==> config.mk <==
export PLATFORM = sky130hd
export DESIGN_NAME = annexb_nal_unit_splitter_core
export DESIGN_NICKNAME = d
export VERILOG_FILES = /design/src/hdl/anbs_pkg.sv /design/src/hdl/annexb_nal_unit_splitter_core.sv
export VERILOG_INCLUDE_DIRS = /design/src /design/src/hdl
export SDC_FILE = /design/constraint.sdc
export NUM_CORES = 1
export LEC_CHECK = 0
export ABC_AREA = 1
export BUFFER_PORTS_ARGS = -buffer_cell sky130_fd_sc_hd__buf_2
export CORE_MARGIN = 4
export CORE_UTILIZATION = 28
export DETAILED_ROUTE_END_ITERATION = 6
export HOLD_SLACK_MARGIN = 0.02
export MAX_ROUTING_LAYER = met4
export PLACE_DENSITY = 0.42
export SKIP_LAST_GASP = 1
export SYNTH_ARGS = -nofsm -noshare
export SYNTH_HDL_FRONTEND = slang
export SYNTH_SLANG_ARGS = --single-unit
==> constraint.sdc <==
create_clock -name clk_i -period 10.2 [get_ports clk_i]
set_input_delay 2.04 -clock clk_i [delete_from_list [all_inputs] [get_ports clk_i]]
set_output_delay 2.04 -clock clk_i [all_outputs]
set_load 0.02 [all_outputs]
==> src/hdl/assert_macros.svh <==
// Assertion helper macros shared by the RTL of the Annex B splitter.
// No dependencies; included by files that carry concurrent checks.
`ifndef ASSERT_MACROS_SVH
`define ASSERT_MACROS_SVH

// Check a property on the rising clock, disabled while reset is asserted.
`define ASSERT_CLK(lbl, clk, rst_n, prop, msg) \
  lbl: assert property (@(posedge clk) disable iff (!rst_n) (prop)) else $error(msg);

// Same, with the default clock and reset names of this project.
`define ASSERT_STD(lbl, prop, msg) \
  `ASSERT_CLK(lbl, clk_i, rst_ni, prop, msg)

`endif

==> src/hdl/anbs_pkg.sv <==
// Shared types and constants of the Annex B unit splitter.
// No dependencies; imported by annexb_nal_unit_splitter_core.
`default_nettype none

package anbs_pkg;

  localparam int unsigned CfgAddrW  = 3;
  localparam int unsigned OutDataW  = 104;

  // Register index, taken from paddr[2]
  localparam logic REG_MAX_NAL_BYTES = 1'b0;

  localparam logic [23:0] MAX_NAL_RESET = 24'd100000;
  localparam logic [23:0] HIST_RESET    = 24'hFFFFFF;
  localparam logic [2:0]  PREFIX_THREE  = 3'd3;
  localparam logic [2:0]  PREFIX_FOUR   = 3'd4;

  // Result word, lowest field last (packed structs fill from the MSB)
  typedef struct packed {
    logic [2:0]  pad;
    logic        skipped_leading_flag;
    logic        oversize_flag;
    logic [23:0] payload_length;
    logic [4:0]  unit_type;
    logic [1:0]  reference_priority;
    logic        forbidden_flag;
    logic [2:0]  prefix_length;
    logic [31:0] start_offset;
    logic [31:0] unit_index;
  } result_t;

endpackage

`default_nettype wire

==> src/hdl/annexb_nal_unit_splitter_core.sv <==
// H.264 Annex B start-code splitter: one stream byte per word, one unit report out.
// Depends on anbs_pkg and assert_macros.svh.
//
// Usage:
// - Input stream: one raw bitstream byte per word on s_axis_tdata; s_axis_tlast
//   marks the final byte of a stream. The next byte after it starts a new
//   stream at offset 0 with all counters cleared.
// - Output stream: one word per completed unit on m_axis_tdata, issued when the
//   next start code completes or when the stream ends.
// - Configuration: APB register 0 (address 0) holds max_nal_bytes, the
//   saturation limit of the payload length. Reset value 100000. Write only
//   while no words are in flight.
// - Output: each report is registered in the output register or, on a stall, the skid register.
// - Throughput: one byte per cycle while s_axis_tready is high. All per-byte work (history compare, one
//   24-bit add and compare, header capture) sits between the accept edge and
//   the state and result registers.
// - Stall: an output register plus a one-word skid register let the block take
//   a byte while one report waits; s_axis_tready drops only while the skid
//   register is full.
// - Reset: asynchronous, active low; clears the parser state, the output
//   queue and restores max_nal_bytes to 100000.
`default_nettype none

`include "assert_macros.svh"

module annexb_nal_unit_splitter_core
  import anbs_pkg::*;
(
  input  wire logic                  clk_i,
  input  wire logic                  rst_ni,
  // stream in
  input  wire logic                  s_axis_tvalid,
  output logic                       s_axis_tready,
  input  wire logic [7:0]            s_axis_tdata,   // [7:0] stream_byte
  input  wire logic                  s_axis_tlast,   // end_of_stream
  // stream out
  output logic                       m_axis_tvalid,
  input  wire logic                  m_axis_tready,
  // [31:0] unit_index, [63:32] start_offset, [66:64] prefix_length,
  // [67] forbidden_flag, [69:68] reference_priority, [74:70] unit_type,
  // [98:75] payload_length, [99] oversize_flag, [100] skipped_leading_flag,
  // [103:101] zero
  output logic [OutDataW-1:0]        m_axis_tdata,
  // configuration
  input  wire logic                  psel,
  input  wire logic                  penable,
  input  wire logic                  pwrite,
  input  wire logic [CfgAddrW-1:0]   paddr,
  input  wire logic [31:0]           pwdata,
  output logic [31:0]                prdata,
  output logic                       pready
);

  // ---------------------------------------------------------------------------
  // Configuration register
  // ---------------------------------------------------------------------------
  logic [23:0] max_q;
  logic        cfg_wr;

  assign pready = 1'b1;
  assign cfg_wr = psel && penable && pwrite && (paddr[2] == REG_MAX_NAL_BYTES);

  always_ff @(posedge clk_i or negedge rst_ni) begin
    if (!rst_ni) begin
      max_q <= MAX_NAL_RESET;
    end else if (cfg_wr) begin
      max_q <= pwdata[23:0];
    end
  end

  always_comb begin
    prdata = 32'd0;
    if (paddr[2] == REG_MAX_NAL_BYTES) begin
      prdata = {8'd0, max_q};
    end
  end

  // ---------------------------------------------------------------------------
  // Parser state
  // ---------------------------------------------------------------------------
  logic [23:0] hist_q,   hist_d;     // last three bytes, newest lowest
  logic        inside_q, inside_d;
  logic [2:0]  pfx_q,    pfx_d;
  logic [31:0] start_q,  start_d;
  logic [31:0] hdr_pos_q, hdr_pos_d; // offset of the header byte of the open unit
  logic [23:0] count_q,  count_d;
  logic [7:0]  header_q, header_d;
  logic [31:0] pos_q,    pos_d;
  logic [31:0] units_q,  units_d;
  logic        skip_q,   skip_d;
  logic        ovf_q,    ovf_d;

  logic        in_acc;
  logic [7:0]  b;
  logic        eos;
  logic [1:0]  zeros;                // trailing zero bytes in the history
  logic        four, three, sc;
  logic [2:0]  pfx_new;
  logic [31:0] open_start;
  logic [7:0]  hdr_eff;
  logic [2:0]  add_amt;
  logic [24:0] sum;
  logic        over;
  logic [23:0] cnt_new;
  logic        ovf_new;

  // Result selection
  logic        emit;
  logic [23:0] em_count;
  logic        em_ovf;
  logic [7:0]  em_hdr;
  logic [31:0] em_start;
  logic [2:0]  em_pfx;
  logic        em_skip;
  logic        em_empty;
  logic [7:0]  hdr_out;
  result_t     res;

  assign in_acc = s_axis_tvalid && s_axis_tready;
  assign b      = s_axis_tdata;
  assign eos    = s_axis_tlast;

  always_comb begin
    if (hist_q[7:0] != 8'd0) begin
      zeros = 2'd0;
    end else if (hist_q[15:8] != 8'd0) begin
      zeros = 2'd1;
    end else if (hist_q[23:16] != 8'd0) begin
      zeros = 2'd2;
    end else begin
      zeros = 2'd3;
    end
  end

  // Prefer the four-byte start code when both end on this byte
  assign four       = (hist_q == 24'd0) && (b == 8'd1);
  assign three      = !four && (hist_q[15:0] == 16'd0) && (b == 8'd1);
  assign sc         = four || three;
  assign pfx_new    = four ? PREFIX_FOUR : PREFIX_THREE;
  assign open_start = pos_q - {29'd0, pfx_new - 3'd1};

  assign hdr_eff = (inside_q && (pos_q == hdr_pos_q)) ? b : header_q;

  // Pending trailing zeros count once a nonzero byte follows, they leave the window or the stream ends
  always_comb begin
    if (eos || (b != 8'd0)) begin
      add_amt = {1'b0, zeros} + 3'd1;
    end else begin
      add_amt = (zeros == 2'd3) ? 3'd1 : 3'd0;
    end
  end

  assign sum     = {1'b0, count_q} + {22'd0, add_amt};
  assign over    = sum > {1'b0, max_q};
  assign cnt_new = over ? max_q : sum[23:0];
  assign ovf_new = ovf_q || over;

  always_comb begin
    emit     = 1'b0;
    em_count = count_q;
    em_ovf   = ovf_q;
    em_hdr   = hdr_eff;
    em_start = start_q;
    em_pfx   = pfx_q;
    em_skip  = skip_q;
    if (inside_q) begin
      if (sc) begin
        emit = 1'b1;
      end else if (eos) begin
        emit     = 1'b1;
        em_count = cnt_new;
        em_ovf   = ovf_new;
      end
    end else if (sc && eos) begin
      // start code on the final byte opens and closes an empty unit
      emit     = 1'b1;
      em_count = 24'd0;
      em_ovf   = 1'b0;
      em_hdr   = 8'd0;
      em_start = open_start;
      em_pfx   = pfx_new;
      em_skip  = skip_q || (open_start != 32'd0);
    end
  end

  assign em_empty = (em_count == 24'd0) && !em_ovf;
  assign hdr_out  = em_empty ? 8'd0 : em_hdr;

  always_comb begin
    res                      = '0;
    res.unit_index           = units_q;
    res.start_offset         = em_start;
    res.prefix_length        = em_pfx;
    res.forbidden_flag       = hdr_out[7];
    res.reference_priority   = hdr_out[6:5];
    res.unit_type            = hdr_out[4:0];
    res.payload_length       = em_count;
    res.oversize_flag        = em_ovf;
    res.skipped_leading_flag = em_skip;
  end

  // Next state for one accepted byte
  always_comb begin
    hist_d    = hist_q;
    inside_d  = inside_q;
    pfx_d     = pfx_q;
    start_d   = start_q;
    hdr_pos_d = hdr_pos_q;
    count_d   = count_q;
    header_d  = header_q;
    pos_d     = pos_q;
    units_d   = units_q;
    skip_d    = skip_q;
    ovf_d     = ovf_q;
    if (in_acc) begin
      if (eos) begin
        // drop all stream state; the next byte starts a fresh stream
        hist_d    = HIST_RESET;
        inside_d  = 1'b0;
        pfx_d     = PREFIX_THREE;
        start_d   = 32'd0;
        hdr_pos_d = 32'd0;
        count_d   = 24'd0;
        header_d  = 8'd0;
        pos_d     = 32'd0;
        units_d   = 32'd0;
        skip_d    = 1'b0;
        ovf_d     = 1'b0;
      end else begin
        hist_d = {hist_q[15:0], b};
        pos_d  = pos_q + 32'd1;
        if (inside_q) begin
          header_d = hdr_eff;
          if (!sc) begin
            count_d = cnt_new;
            ovf_d   = ovf_new;
          end
        end
        if (sc) begin
          inside_d  = 1'b1;
          pfx_d     = pfx_new;
          start_d   = open_start;
          hdr_pos_d = pos_q + 32'd1;
          count_d   = 24'd0;
          header_d  = 8'd0;
          ovf_d     = 1'b0;
          if (inside_q) begin
            units_d = units_q + 32'd1;
          end else begin
            skip_d = skip_q || (open_start != 32'd0);
          end
        end
      end
    end
  end

  always_ff @(posedge clk_i or negedge rst_ni) begin
    if (!rst_ni) begin
      hist_q    <= HIST_RESET;
      inside_q  <= 1'b0;
      pfx_q     <= PREFIX_THREE;
      start_q   <= 32'd0;
      hdr_pos_q <= 32'd0;
      count_q   <= 24'd0;
      header_q  <= 8'd0;
      pos_q     <= 32'd0;
      units_q   <= 32'd0;
      skip_q    <= 1'b0;
      ovf_q     <= 1'b0;
    end else begin
      hist_q    <= hist_d;
      inside_q  <= inside_d;
      pfx_q     <= pfx_d;
      start_q   <= start_d;
      hdr_pos_q <= hdr_pos_d;
      count_q   <= count_d;
      header_q  <= header_d;
      pos_q     <= pos_d;
      units_q   <= units_d;
      skip_q    <= skip_d;
      ovf_q     <= ovf_d;
    end
  end

  // ---------------------------------------------------------------------------
  // Output register with one-word skid
  // ---------------------------------------------------------------------------
  logic    out_valid_q, out_valid_d;
  logic    skid_valid_q, skid_valid_d;
  result_t out_q, out_d;
  result_t skid_q, skid_d;
  logic    new_res;

  assign new_res       = in_acc && emit;
  assign s_axis_tready = !skid_valid_q;
  assign m_axis_tvalid = out_valid_q;
  assign m_axis_tdata  = out_q;

  always_comb begin
    out_valid_d  = out_valid_q;
    skid_valid_d = skid_valid_q;
    out_d        = out_q;
    skid_d       = skid_q;
    if (!out_valid_q || m_axis_tready) begin
      // output free this cycle: advance skid first, else take the new word
      if (skid_valid_q) begin
        out_d        = skid_q;
        out_valid_d  = 1'b1;
        skid_valid_d = 1'b0;
      end else if (new_res) begin
        out_d       = res;
        out_valid_d = 1'b1;
      end else begin
        out_valid_d = 1'b0;
      end
    end else if (new_res) begin
      // receiver stalls: hold the waiting word, park the new one
      skid_d       = res;
      skid_valid_d = 1'b1;
    end
  end

  always_ff @(posedge clk_i or negedge rst_ni) begin
    if (!rst_ni) begin
      out_valid_q  <= 1'b0;
      skid_valid_q <= 1'b0;
    end else begin
      out_valid_q  <= out_valid_d;
      skid_valid_q <= skid_valid_d;
    end
  end

  always_ff @(posedge clk_i) begin
    out_q  <= out_d;
    skid_q <= skid_d;
  end

  // ---------------------------------------------------------------------------
  // Checks
  // ---------------------------------------------------------------------------
  `ASSERT_STD(a_skid_behind_out, skid_valid_q |-> out_valid_q, "skid full with output empty")
  `ASSERT_STD(a_skid_only_on_stall, $rose(skid_valid_q) |-> $past(out_valid_q && !m_axis_tready), "skid loaded without stall")
  `ASSERT_STD(a_eos_clears, (in_acc && eos) |=> (!inside_q && (pos_q == 32'd0) && (units_q == 32'd0)), "stream state not cleared after final byte")
  `ASSERT_STD(a_open_prefix, inside_q |-> ((pfx_q == PREFIX_THREE) || (pfx_q == PREFIX_FOUR)), "open unit with bad prefix length")

endmodule

`default_nettype wire

### After elaboration in Yosys (flattened, before gate mapping)

Index checks and enable logic that the tools add are counted.

* flip-flop bits (word level): 418
* input port bits: 51
* output and inout bits: 139
* word-level logic and storage cells: 145

* $add $sub $neg: 6
* magnitude comparators: 1
* equal/unequal tests: 4
* muxes and demuxes: 61
* bitwise logic cells: 2
* reduce and logical (&&, ||, !) cells: 39

Operators with widths (count)
* 32-bit 2-to-1 mux: 10
* 24-bit 2-to-1 mux: 10
* 101-bit 2-to-1 mux: 2
* 32-bit by 1-bit adder with 32-bit output, second input constant: 2
* 8-bit 2-to-1 mux: 7
* 24-bit zero test: 2
* 32-bit equality test: 1
* 32-bit nonzero test: 1
* 8-bit nonzero test: 4
* 32-bit by 3-bit subtractor with 32-bit output: 1
* 24-bit by 3-bit adder with 25-bit output: 1
* 25-bit by 24-bit > comparator with 1-bit output: 1
* 1-bit 2-to-1 mux: 24
* 3-bit 2-to-1 mux: 6
* 16-bit zero test: 1
* 1-bit logical AND: 11
* 8-bit by 1-bit equality test with 1-bit output, second input constant: 1
* 2-bit AND reduction: 4
* 2-bit nonzero test: 4
* 3-bit AND reduction: 2
* 1-bit logical OR: 5
* 1-bit zero test: 4
* 2-bit 2-to-1 mux: 2
* 2-bit by 1-bit adder with 3-bit output, second input constant: 1
* 5 further kinds: 6

### Longest topological paths before layout

Gate-level depths: netlist (run 1).

* depth after elaboration: 18
* mapped depth: 39
* depth with buffers taken out: 39

### Worst setup path after synthesis (run 1)

OpenSTA, ideal clock, no wires.

* kind: input port to flip-flop
* from: input port s_axis_tdata[6]
* to: register skid_q[0] in the netlist's numbering (enable)
* library setup time: 0.681 ns
* arrival time: 9.821 ns
* required time: 9.519 ns
* setup slack: -0.302 ns
* stages: 10
* path buffers: 1
* path through: nor2_1 > nand4_1 > nor2_1 > nand2_1 > nor2_1 > inv_2 > o21ai_2 > buf_2 > inv_1 > nor3_1

* cells in the longest elaborated chain, start to end: 11
* elaborated cells between the ends (all ways): 12
* classes of those cells: 1 x eq/ne; 3 x mux; 8 x reduce/logical

RTL lines
* start, declared: line annexb_nal_unit_splitter_core.sv:34 `input wire logic [7:0] s_axis_tdata,`
* 8-bit by 1-bit equality test with 1-bit output *: line annexb_nal_unit_splitter_core.sv:136, annexb_nal_unit_splitter_core.sv:137
* 1-bit logical AND: line annexb_nal_unit_splitter_core.sv:136 `assign four = (hist_q == 24'd0) && (b == 8'd1);`
* 1-bit zero test: line annexb_nal_unit_splitter_core.sv:137 `assign three = !four && (hist_q[15:0] == 16'd0) && (b == 8'd1);`
* 1-bit logical AND (2 in a row): line annexb_nal_unit_splitter_core.sv:137
* 1-bit logical OR *: line annexb_nal_unit_splitter_core.sv:138 `assign sc = four || three;`
* 1-bit logical AND: line annexb_nal_unit_splitter_core.sv:174 `end else if (sc && eos) begin`
* 1-bit 2-to-1 mux: line annexb_nal_unit_splitter_core.sv:174
* 1-bit 2-to-1 mux *: line annexb_nal_unit_splitter_core.sv:166 `if (inside_q) begin`
* 1-bit logical AND *: line annexb_nal_unit_splitter_core.sv:294 `assign new_res = in_acc && emit;`
* 2-bit AND reduction (no source line) *
* end signal, assigned: line annexb_nal_unit_splitter_core.sv:335 `skid_q <= skid_d;`
* end, declared: line annexb_nal_unit_splitter_core.sv:291 `result_t skid_q, skid_d;`

Mark *: on every way between the ends. The rest lies on a longest branch, timed or not.
A chain may end at the register's enable or synchronous reset.

### Final worst setup path (run 1)

* from: input port s_axis_tlast
* to: register skid_q[67] in the netlist's numbering (data pin)

* cells in the longest elaborated chain, start to end: 11
* elaborated cells between the ends (all ways): 21
* classes of those cells: 1 x add/sub; 1 x order compare; 13 x mux; 6 x reduce/logical

RTL lines
* start, declared: line annexb_nal_unit_splitter_core.sv:35 `input wire logic s_axis_tlast,`
* 1-bit logical OR: line annexb_nal_unit_splitter_core.sv:146 `if (eos || (b != 8'd0)) begin`
* 3-bit 2-to-1 mux: line annexb_nal_unit_splitter_core.sv:146
* 24-bit by 3-bit adder with 25-bit output: line annexb_nal_unit_splitter_core.sv:153 `assign sum = {1'b0, count_q} + {22'd0, add_amt};`
* 25-bit by 24-bit > comparator with 1-bit output: line annexb_nal_unit_splitter_core.sv:154 `assign over = sum > {1'b0, max_q};`
* 24-bit 2-to-1 mux / 1-bit logical OR (equally long branches): line annexb_nal_unit_splitter_core.sv:155, annexb_nal_unit_splitter_core.sv:156
* 24-bit 2-to-1 mux / 1-bit 2-to-1 mux (equally long branches): line annexb_nal_unit_splitter_core.sv:169 `end else if (eos) begin`
* 24-bit 2-to-1 mux / 1-bit 2-to-1 mux (equally long branches): line annexb_nal_unit_splitter_core.sv:167 `if (sc) begin`
* 24-bit 2-to-1 mux / 1-bit 2-to-1 mux (equally long branches): line annexb_nal_unit_splitter_core.sv:166
* 24-bit zero test / 1-bit zero test (equally long branches): line annexb_nal_unit_splitter_core.sv:186 `assign em_empty = (em_count == 24'd0) && !em_ovf;`
* 1-bit logical AND: line annexb_nal_unit_splitter_core.sv:186
* 8-bit 2-to-1 mux *: line annexb_nal_unit_splitter_core.sv:187 `assign hdr_out = em_empty ? 8'd0 : em_hdr;`
* net hdr_out[7]: line annexb_nal_unit_splitter_core.sv:116 `logic [7:0] hdr_out;`

Mark *: on every way through the listed nets, which the timed path passes. The rest lies on a longest branch.

==> flow_metrics.env, run 1 <==
export IMPL_pwr_share_comb=0.099
export IMPL_run_status="finished clean"
export IMPL_die_area_um2=79700
export IMPL_synthTopCellsByArea="edfxtp_1 (28%), dfrtp_1 (22%), nand2_1 (11%)"
export IMPL_start_kind="input port"
export IMPL_antenna_left=0
export IMPL_synth_edf_count=200
export IMPL_fmax_mhz=131
export IMPL_critPathRequiredTime_ns=10.54
export IMPL_grt_pass1_wl_um=98200
export IMPL_relSlewSlack=0.269
export IMPL_p_leak_uw=0.0110
export IMPL_h_tree_depth=2
export IMPL_ir_drop_uv=112
export IMPL_switching_share=0.262
export IMPL_portBuffers=167
export IMPL_syn_area_per_cell_um2=8.59
export IMPL_die_h_um=282
export IMPL_min_period_ns=7.65
export IMPL_finalNetCount=2668
export IMPL_grt_pass1_vias=16600
export IMPL_drv_cap=0
export IMPL_grt_use_total=0.162
export IMPL_ys_ff_latch=415
export IMPL_ys_warn_count=0
export IMPL_coreArea_um2=74600
export IMPL_drt_pass1_iterations=5
export IMPL_power_density_nw_per_um2=164
export IMPL_rows=100
export IMPL_dp_hpwl_um=44300
export IMPL_grt_remaining_overflow=0
export IMPL_clk_latency_ns=0.61
export IMPL_post_cts_buffers=0
export IMPL_drc=0
export IMPL_via_per_inst=4.67
export IMPL_tightest_slew_ns=1.10
export IMPL_grt_max_degree=112
export IMPL_synthArstFlopShare=0.518
export IMPL_cp_arrival_ns=7.99
export IMPL_tns_ns=0
export IMPL_setup_viol=0
export IMPL_antenna_found_initial=4
export IMPL_seq_power_share=0.452
export IMPL_grt_setup_unrepaired="no"
export IMPL_cpPeakStageDelay_ns=0.53
export IMPL_pin_count=190
export IMPL_gp_congestion=0.843
export IMPL_mostFrequentLayoutCell="nand2_1"
export IMPL_clock_sinks=415
export IMPL_fill_cells=7900
export IMPL_clk_pin_slew_ns=0.06
export IMPL_crit_slowest_cell="a21oi_1"
export IMPL_p_int_uw=2970
export IMPL_finalCritPeriodShare=0.750
export IMPL_drive_gt1_frac=0.137
export IMPL_switching_power_uw=1050
export IMPL_cp_common_cell="nand2_1"
export IMPL_cts_path_max_buffers=3
export IMPL_dieWidth_um=282
export IMPL_synth_area_leader_cell="edfxtp_1"
export IMPL_skew_ns=0.0274
export IMPL_cp_end_kind="register"
export IMPL_cts_root_buf="clkbuf_16"
export IMPL_crit_type="in -> reg"
export IMPL_final_max_slew_viol_count=0
export IMPL_wire_per_inst_um=17.6
export IMPL_synth_top_area_frac=0.285
export IMPL_synth_area_um2=21100
export IMPL_cts_tree="yes"
export IMPL_areaGrowthSynthToFinish_pct=16.3
export IMPL_ys_types=59
export IMPL_final_cell_mix="nand2_1 (600), inv_1 (284), nor2_1 (255)"
export IMPL_critPathMaxFanout=24
export IMPL_netlist_instances=2453
export IMPL_numCtsBuffers=50
export IMPL_yosysSeqAreaShare=0.542
export IMPL_ctsResizeCount=0
export IMPL_vias=16800
export IMPL_ctsHoldBuffers=0
export IMPL_wirelength_um=63400
export IMPL_hold_viol=0
export IMPL_clkPwrFrac=0.449
export IMPL_hp_class="reg -> reg"
export IMPL_first_iter_violations=1137
export IMPL_r2r_slack_ns=3.33
export IMPL_finalPower_uw=4030
export IMPL_start_util=0.283
export IMPL_synth_flop_cell="edfxtp_1"
==> critical path, delay by kind of cell <==
kind,cells,cell delay (ns)
buffers and inverters,5,0.64
XOR/XNOR,1,0.18
AO/OA/AOI/OAI,2,0.65
AND/OR/NAND/NOR,21,3.54
adder cells (fa/ha/maj),3,0.92
==> power by group through the flow <==
stage,combinational [uW],clock [uW],sequential (uW)
floorplan,258,0,1840
global placement,398,0,1850
CTS,404,1880,1820
detailed placement,402,0,1850
global route,451,1950,1820
finish,398,1810,1820
==> final timing paths <==
path	to	cells past startpoint	start
min reg2reg	skid_q[7]$_DFFE_PP_	0	units_q[7]$_DFFE_PN0P_
max reg2reg	skid_q[67]$_DFFE_PP_	32	hist_q[21]$_DFFE_PN1P_
min in group asynchronous	max_q[0]$_DFFE_PN0P_	1	rst_ni
max in group asynchronous	hdr_pos_q[29]$_DFFE_PN0P_	2	rst_ni
max	skid_q[67]$_DFFE_PP_	32	s_axis_tlast
min	skid_q[7]$_DFFE_PP_	0	units_q[7]$_DFFE_PN0P_
==> logic make-up after synthesis <==
group,after synthesis,synth area share
flops,415,0.542
buf+inv,415,0.0783
simple gates,1116,0.226
fa+ha+maj,33,0.0199
compound gates,399,0.103
xor+xnor,73,0.0307
other cells,2,0.000356
==> registers in the layout (all words and copies together) (netlist names) <==
signal	flops
hist_q	24
skid_valid_q	1
header_q	8
max_q	24
pfx_q	2
count_q	24
ovf_q	1
m_axis_tdata	100
skid_q	100
start_q	32
m_axis_tvalid	1
pos_q	32
skip_q	1
units_q	32
inside_q	1
hdr_pos_q	32
==> synthesized netlist by cell type (9+ instances only) <==
cell / n
xnor2_1: 10
xor2_1: 62
clkbuf_1: 83
o21ai_1: 11
buf_4: 15
buf_2: 10
nor2_2: 12
o22ai_1: 41
a21oi_1: 112
inv_1: 285
edfxtp_1: 200
dfrtp_1: 184
inv_2: 9
nor2_1: 256
nand3_1: 106
nor3_1: 32
nand2_1: 600
nor4_1: 21
o21ai_0: 191
a22oi_1: 10
nand4_1: 44
ha_1: 32
dfstp_2: 31
==> stage by stage <==
stage	utilization	instance area, um^2	hold WS (ns)	cells	worst slack [ns]
2_1_floorplan	-	21100	0.423	2463	2.36
3_3_place_gp	0.306	22800	0.457	3501	2.08
3_5_place_dp	0.306	22800	0.459	3501	2.01
4_1_cts	0.329	24500	0.471	3595	2.61
5_1_grt	0.329	24500	0.485	3597	1.88
6_report	0.329	24500	0.470	3597	2.55
==> final cells by class <==
class | instances | area [um^2] | area share
sequential | 415 | 11400 | 0.466
multi-input combinational | 1633 | 8070 | 0.329
clock buffer | 74 | 1460 | 0.0597
tap | 969 | 1210 | 0.0494
inverter | 296 | 1110 | 0.0454
timing repair buffer | 188 | 1000 | 0.0409
clock inverter | 20 | 230 | 0.00939
antenna | 2 | 5.00 | 0.000204
==> layer usage <==
layer	track usage	vias to the layer above	share of wire
li1	-	8310	-
met1	0.225	7994	0.47
met2	0.245	385	0.44
met3	0.0262	110	0.053
met4	0.0479	0	0.030
met5	-	-	0
(Power assumes the default switching activity.)
==> run 2: changes to the inputs <==
PLACE_DENSITY = 0.43   (was 0.42)
clock period = 6.73 ns   (was 10.2 ns; I/O delays follow)
==> run 2 against run 1 <==
Cell count is 0.72% higher. Clock power increased by 39%. Setup slack got worse by 2.0 ns. Sequential share of layout area fell by 0.12 points. Highest routed layer unchanged.
==> flow_metrics.env, run 2 (synthesis gave the netlist of run 1 again) <==
export IMPL_fill_cells=7861
export IMPL_ir_drop_uv=172
export IMPL_gp_congestion=0.851
export IMPL_tightest_slew_ns=1.08
export IMPL_cts_root_buf="clkbuf_16"
export IMPL_finalCritPeriodShare=0.926
export IMPL_fin_ws_ns=0.501
export IMPL_cpPeakStageDelay_ns=0.38
export IMPL_fmax_mhz=161
export IMPL_cp_top_family="simple AND/OR/NAND/NOR gates"
export IMPL_ctsResizeCount=0
export IMPL_wirelength_um=62900
export IMPL_setup_viol=0
export IMPL_post_cts_buffers=0
export IMPL_grt_max_degree=119
export IMPL_hold_viol=0
export IMPL_clock_sinks=415
export IMPL_crit_slowest_cell="fa_1"
export IMPL_pin_count=190
export IMPL_final_max_slew_viol_count=0
export IMPL_hp_class="reg -> reg"
export IMPL_clk_latency_ns=0.60
export IMPL_die_area_um2=79700
export IMPL_relSlewSlack=0.279
export IMPL_run_status="finished clean"
export IMPL_power_density_nw_per_um2=239
export IMPL_clk_pin_slew_ns=0.06
export IMPL_portBuffers=167
export IMPL_dp_hpwl_um=44500
export IMPL_cts_tree="yes"
export IMPL_grt_remaining_overflow=0
export IMPL_final_cell_mix="nand2_1 (600), inv_1 (284), nor2_1 (255)"
export IMPL_first_iter_violations=1331
export IMPL_drv_cap=0
export IMPL_skew_ns=0.0274
export IMPL_start_util=0.283
export IMPL_cp_end_kind="register"
export IMPL_critPathRequiredTime_ns=7.07
export IMPL_place_ws_ns=-0.00891
export IMPL_drt_pass1_iterations=5
export IMPL_stdcell_area_um2=24600
export IMPL_p_leak_uw=0.0111
export IMPL_grt_pass1_vias=16600
export IMPL_vias=16800
export IMPL_r2r_start="hist_q[17]$_DFFE_PN1P_"
export IMPL_crit_type="in -> reg"
export IMPL_start_kind="input port"
export IMPL_grt_use_total=0.162
export IMPL_place_area_um2=23100
export IMPL_critPathMaxFanout=12
export IMPL_cts_path_max_buffers=3
export IMPL_areaGrowthSynthToFinish_pct=16.6
export IMPL_cp_arrival_ns=6.57
export IMPL_h_tree_depth=2
export IMPL_drc=0
export IMPL_crit_path_start="s_axis_tdata[4]"
export IMPL_cp_num_buf_inv=6
export IMPL_dieWidth_um=282
export IMPL_timing_hold_ws_ns=0.477
export IMPL_min_period_ns=6.23
export IMPL_finalNetCount=2696
export IMPL_grt_pass1_wl_um=98000
export IMPL_drive_gt1_frac=0.144
export IMPL_via_per_inst=4.64
export IMPL_die_h_um=282
export IMPL_ff_latch_area_um2=11400
export IMPL_grt_setup_unrepaired="no"
export IMPL_hp_start="hist_q[7]$_DFFE_PN1P_"
export IMPL_multi_input_area_um2=8080
export IMPL_ctsHoldBuffers=0
export IMPL_numCtsBuffers=48
export IMPL_coreArea_um2=74600
export IMPL_dp_cells=3531
export IMPL_mostFrequentLayoutCell="nand2_1"
export IMPL_antenna_left=0
export IMPL_fin_cells=3623
export IMPL_finalPower_uw=5870
export IMPL_wire_per_inst_um=17.4
export IMPL_antenna_found_initial=5
export IMPL_rows=100
==> run 2: cell types whose count changed in the layout (fill, tap and decap cells not counted), moves of 2 or more <==
cell,change
clkbuf_16,-4
clkbuf_1,+4
buf_12,+3
buf_4,+27
clkinv_1,+2
clkbuf_8,-3
bufinv_16,-2
==> run 2: metal layers <==
metal,share of wire,track usage
met5,0,-
met4,0.019,0.0356
met3,0.045,0.0211
met2,0.46,0.256
met1,0.48,0.223
==> run 2: worst register-to-register path: cells and delay by family (launching register included) <==
kind,cells,cell delay (ns)
buffers and inverters,4,0.48
AOI/OAI and AO/OA,3,0.69
adders and majority gates,4,1.11
xor gates and xnor gates,1,0.19
DFF,1,0.37
and+or+nand+nor,21,3.06
==> run 2: layout make-up <==
cell class	count	share of cell area
well taps	969	0.0493
clock buffers	71	0.0544
inverters	296	0.0452
clock inverters	19	0.00626
multi-input cells	1633	0.328
diodes	2	0.000204
repair buffers	218	0.0515
flip-flops and latches	415	0.465
==> run 2: through the flow <==
stage	TNS (ns)	util
global placement	0	0.310
detailed placement	-0.0154	0.310
global route	0	0.330
floorplan	0	-
finish	0	0.330
CTS	0	0.330
==> run 2: path summary, 6_finish.rpt <==
path | slack [ns] | end | cells past startpoint
setup / recovery | 0.50 | skid_q[69]$_DFFE_PP_ | 34
hold / removal | 0.48 | hist_q[7]$_DFFE_PN1P_ | 2
setup reg to reg | 0.59 | skid_q[69]$_DFFE_PP_ | 33
hold reg to reg | 0.48 | hist_q[7]$_DFFE_PN1P_ | 2
max in group asynchronous | 4.32 | max_q[13]$_DFFE_PN0P_ | 2
min in group asynchronous | 0.83 | units_q[28]$_DFFE_PN0P_ | 1
==> run 2: power breakdown <==
group	internal [uW]	total, uW	switching [uW]
combinational	168	600	432
clock	1420	2520	1090
sequential	2710	2760	43.0
total	4310	5870	1570
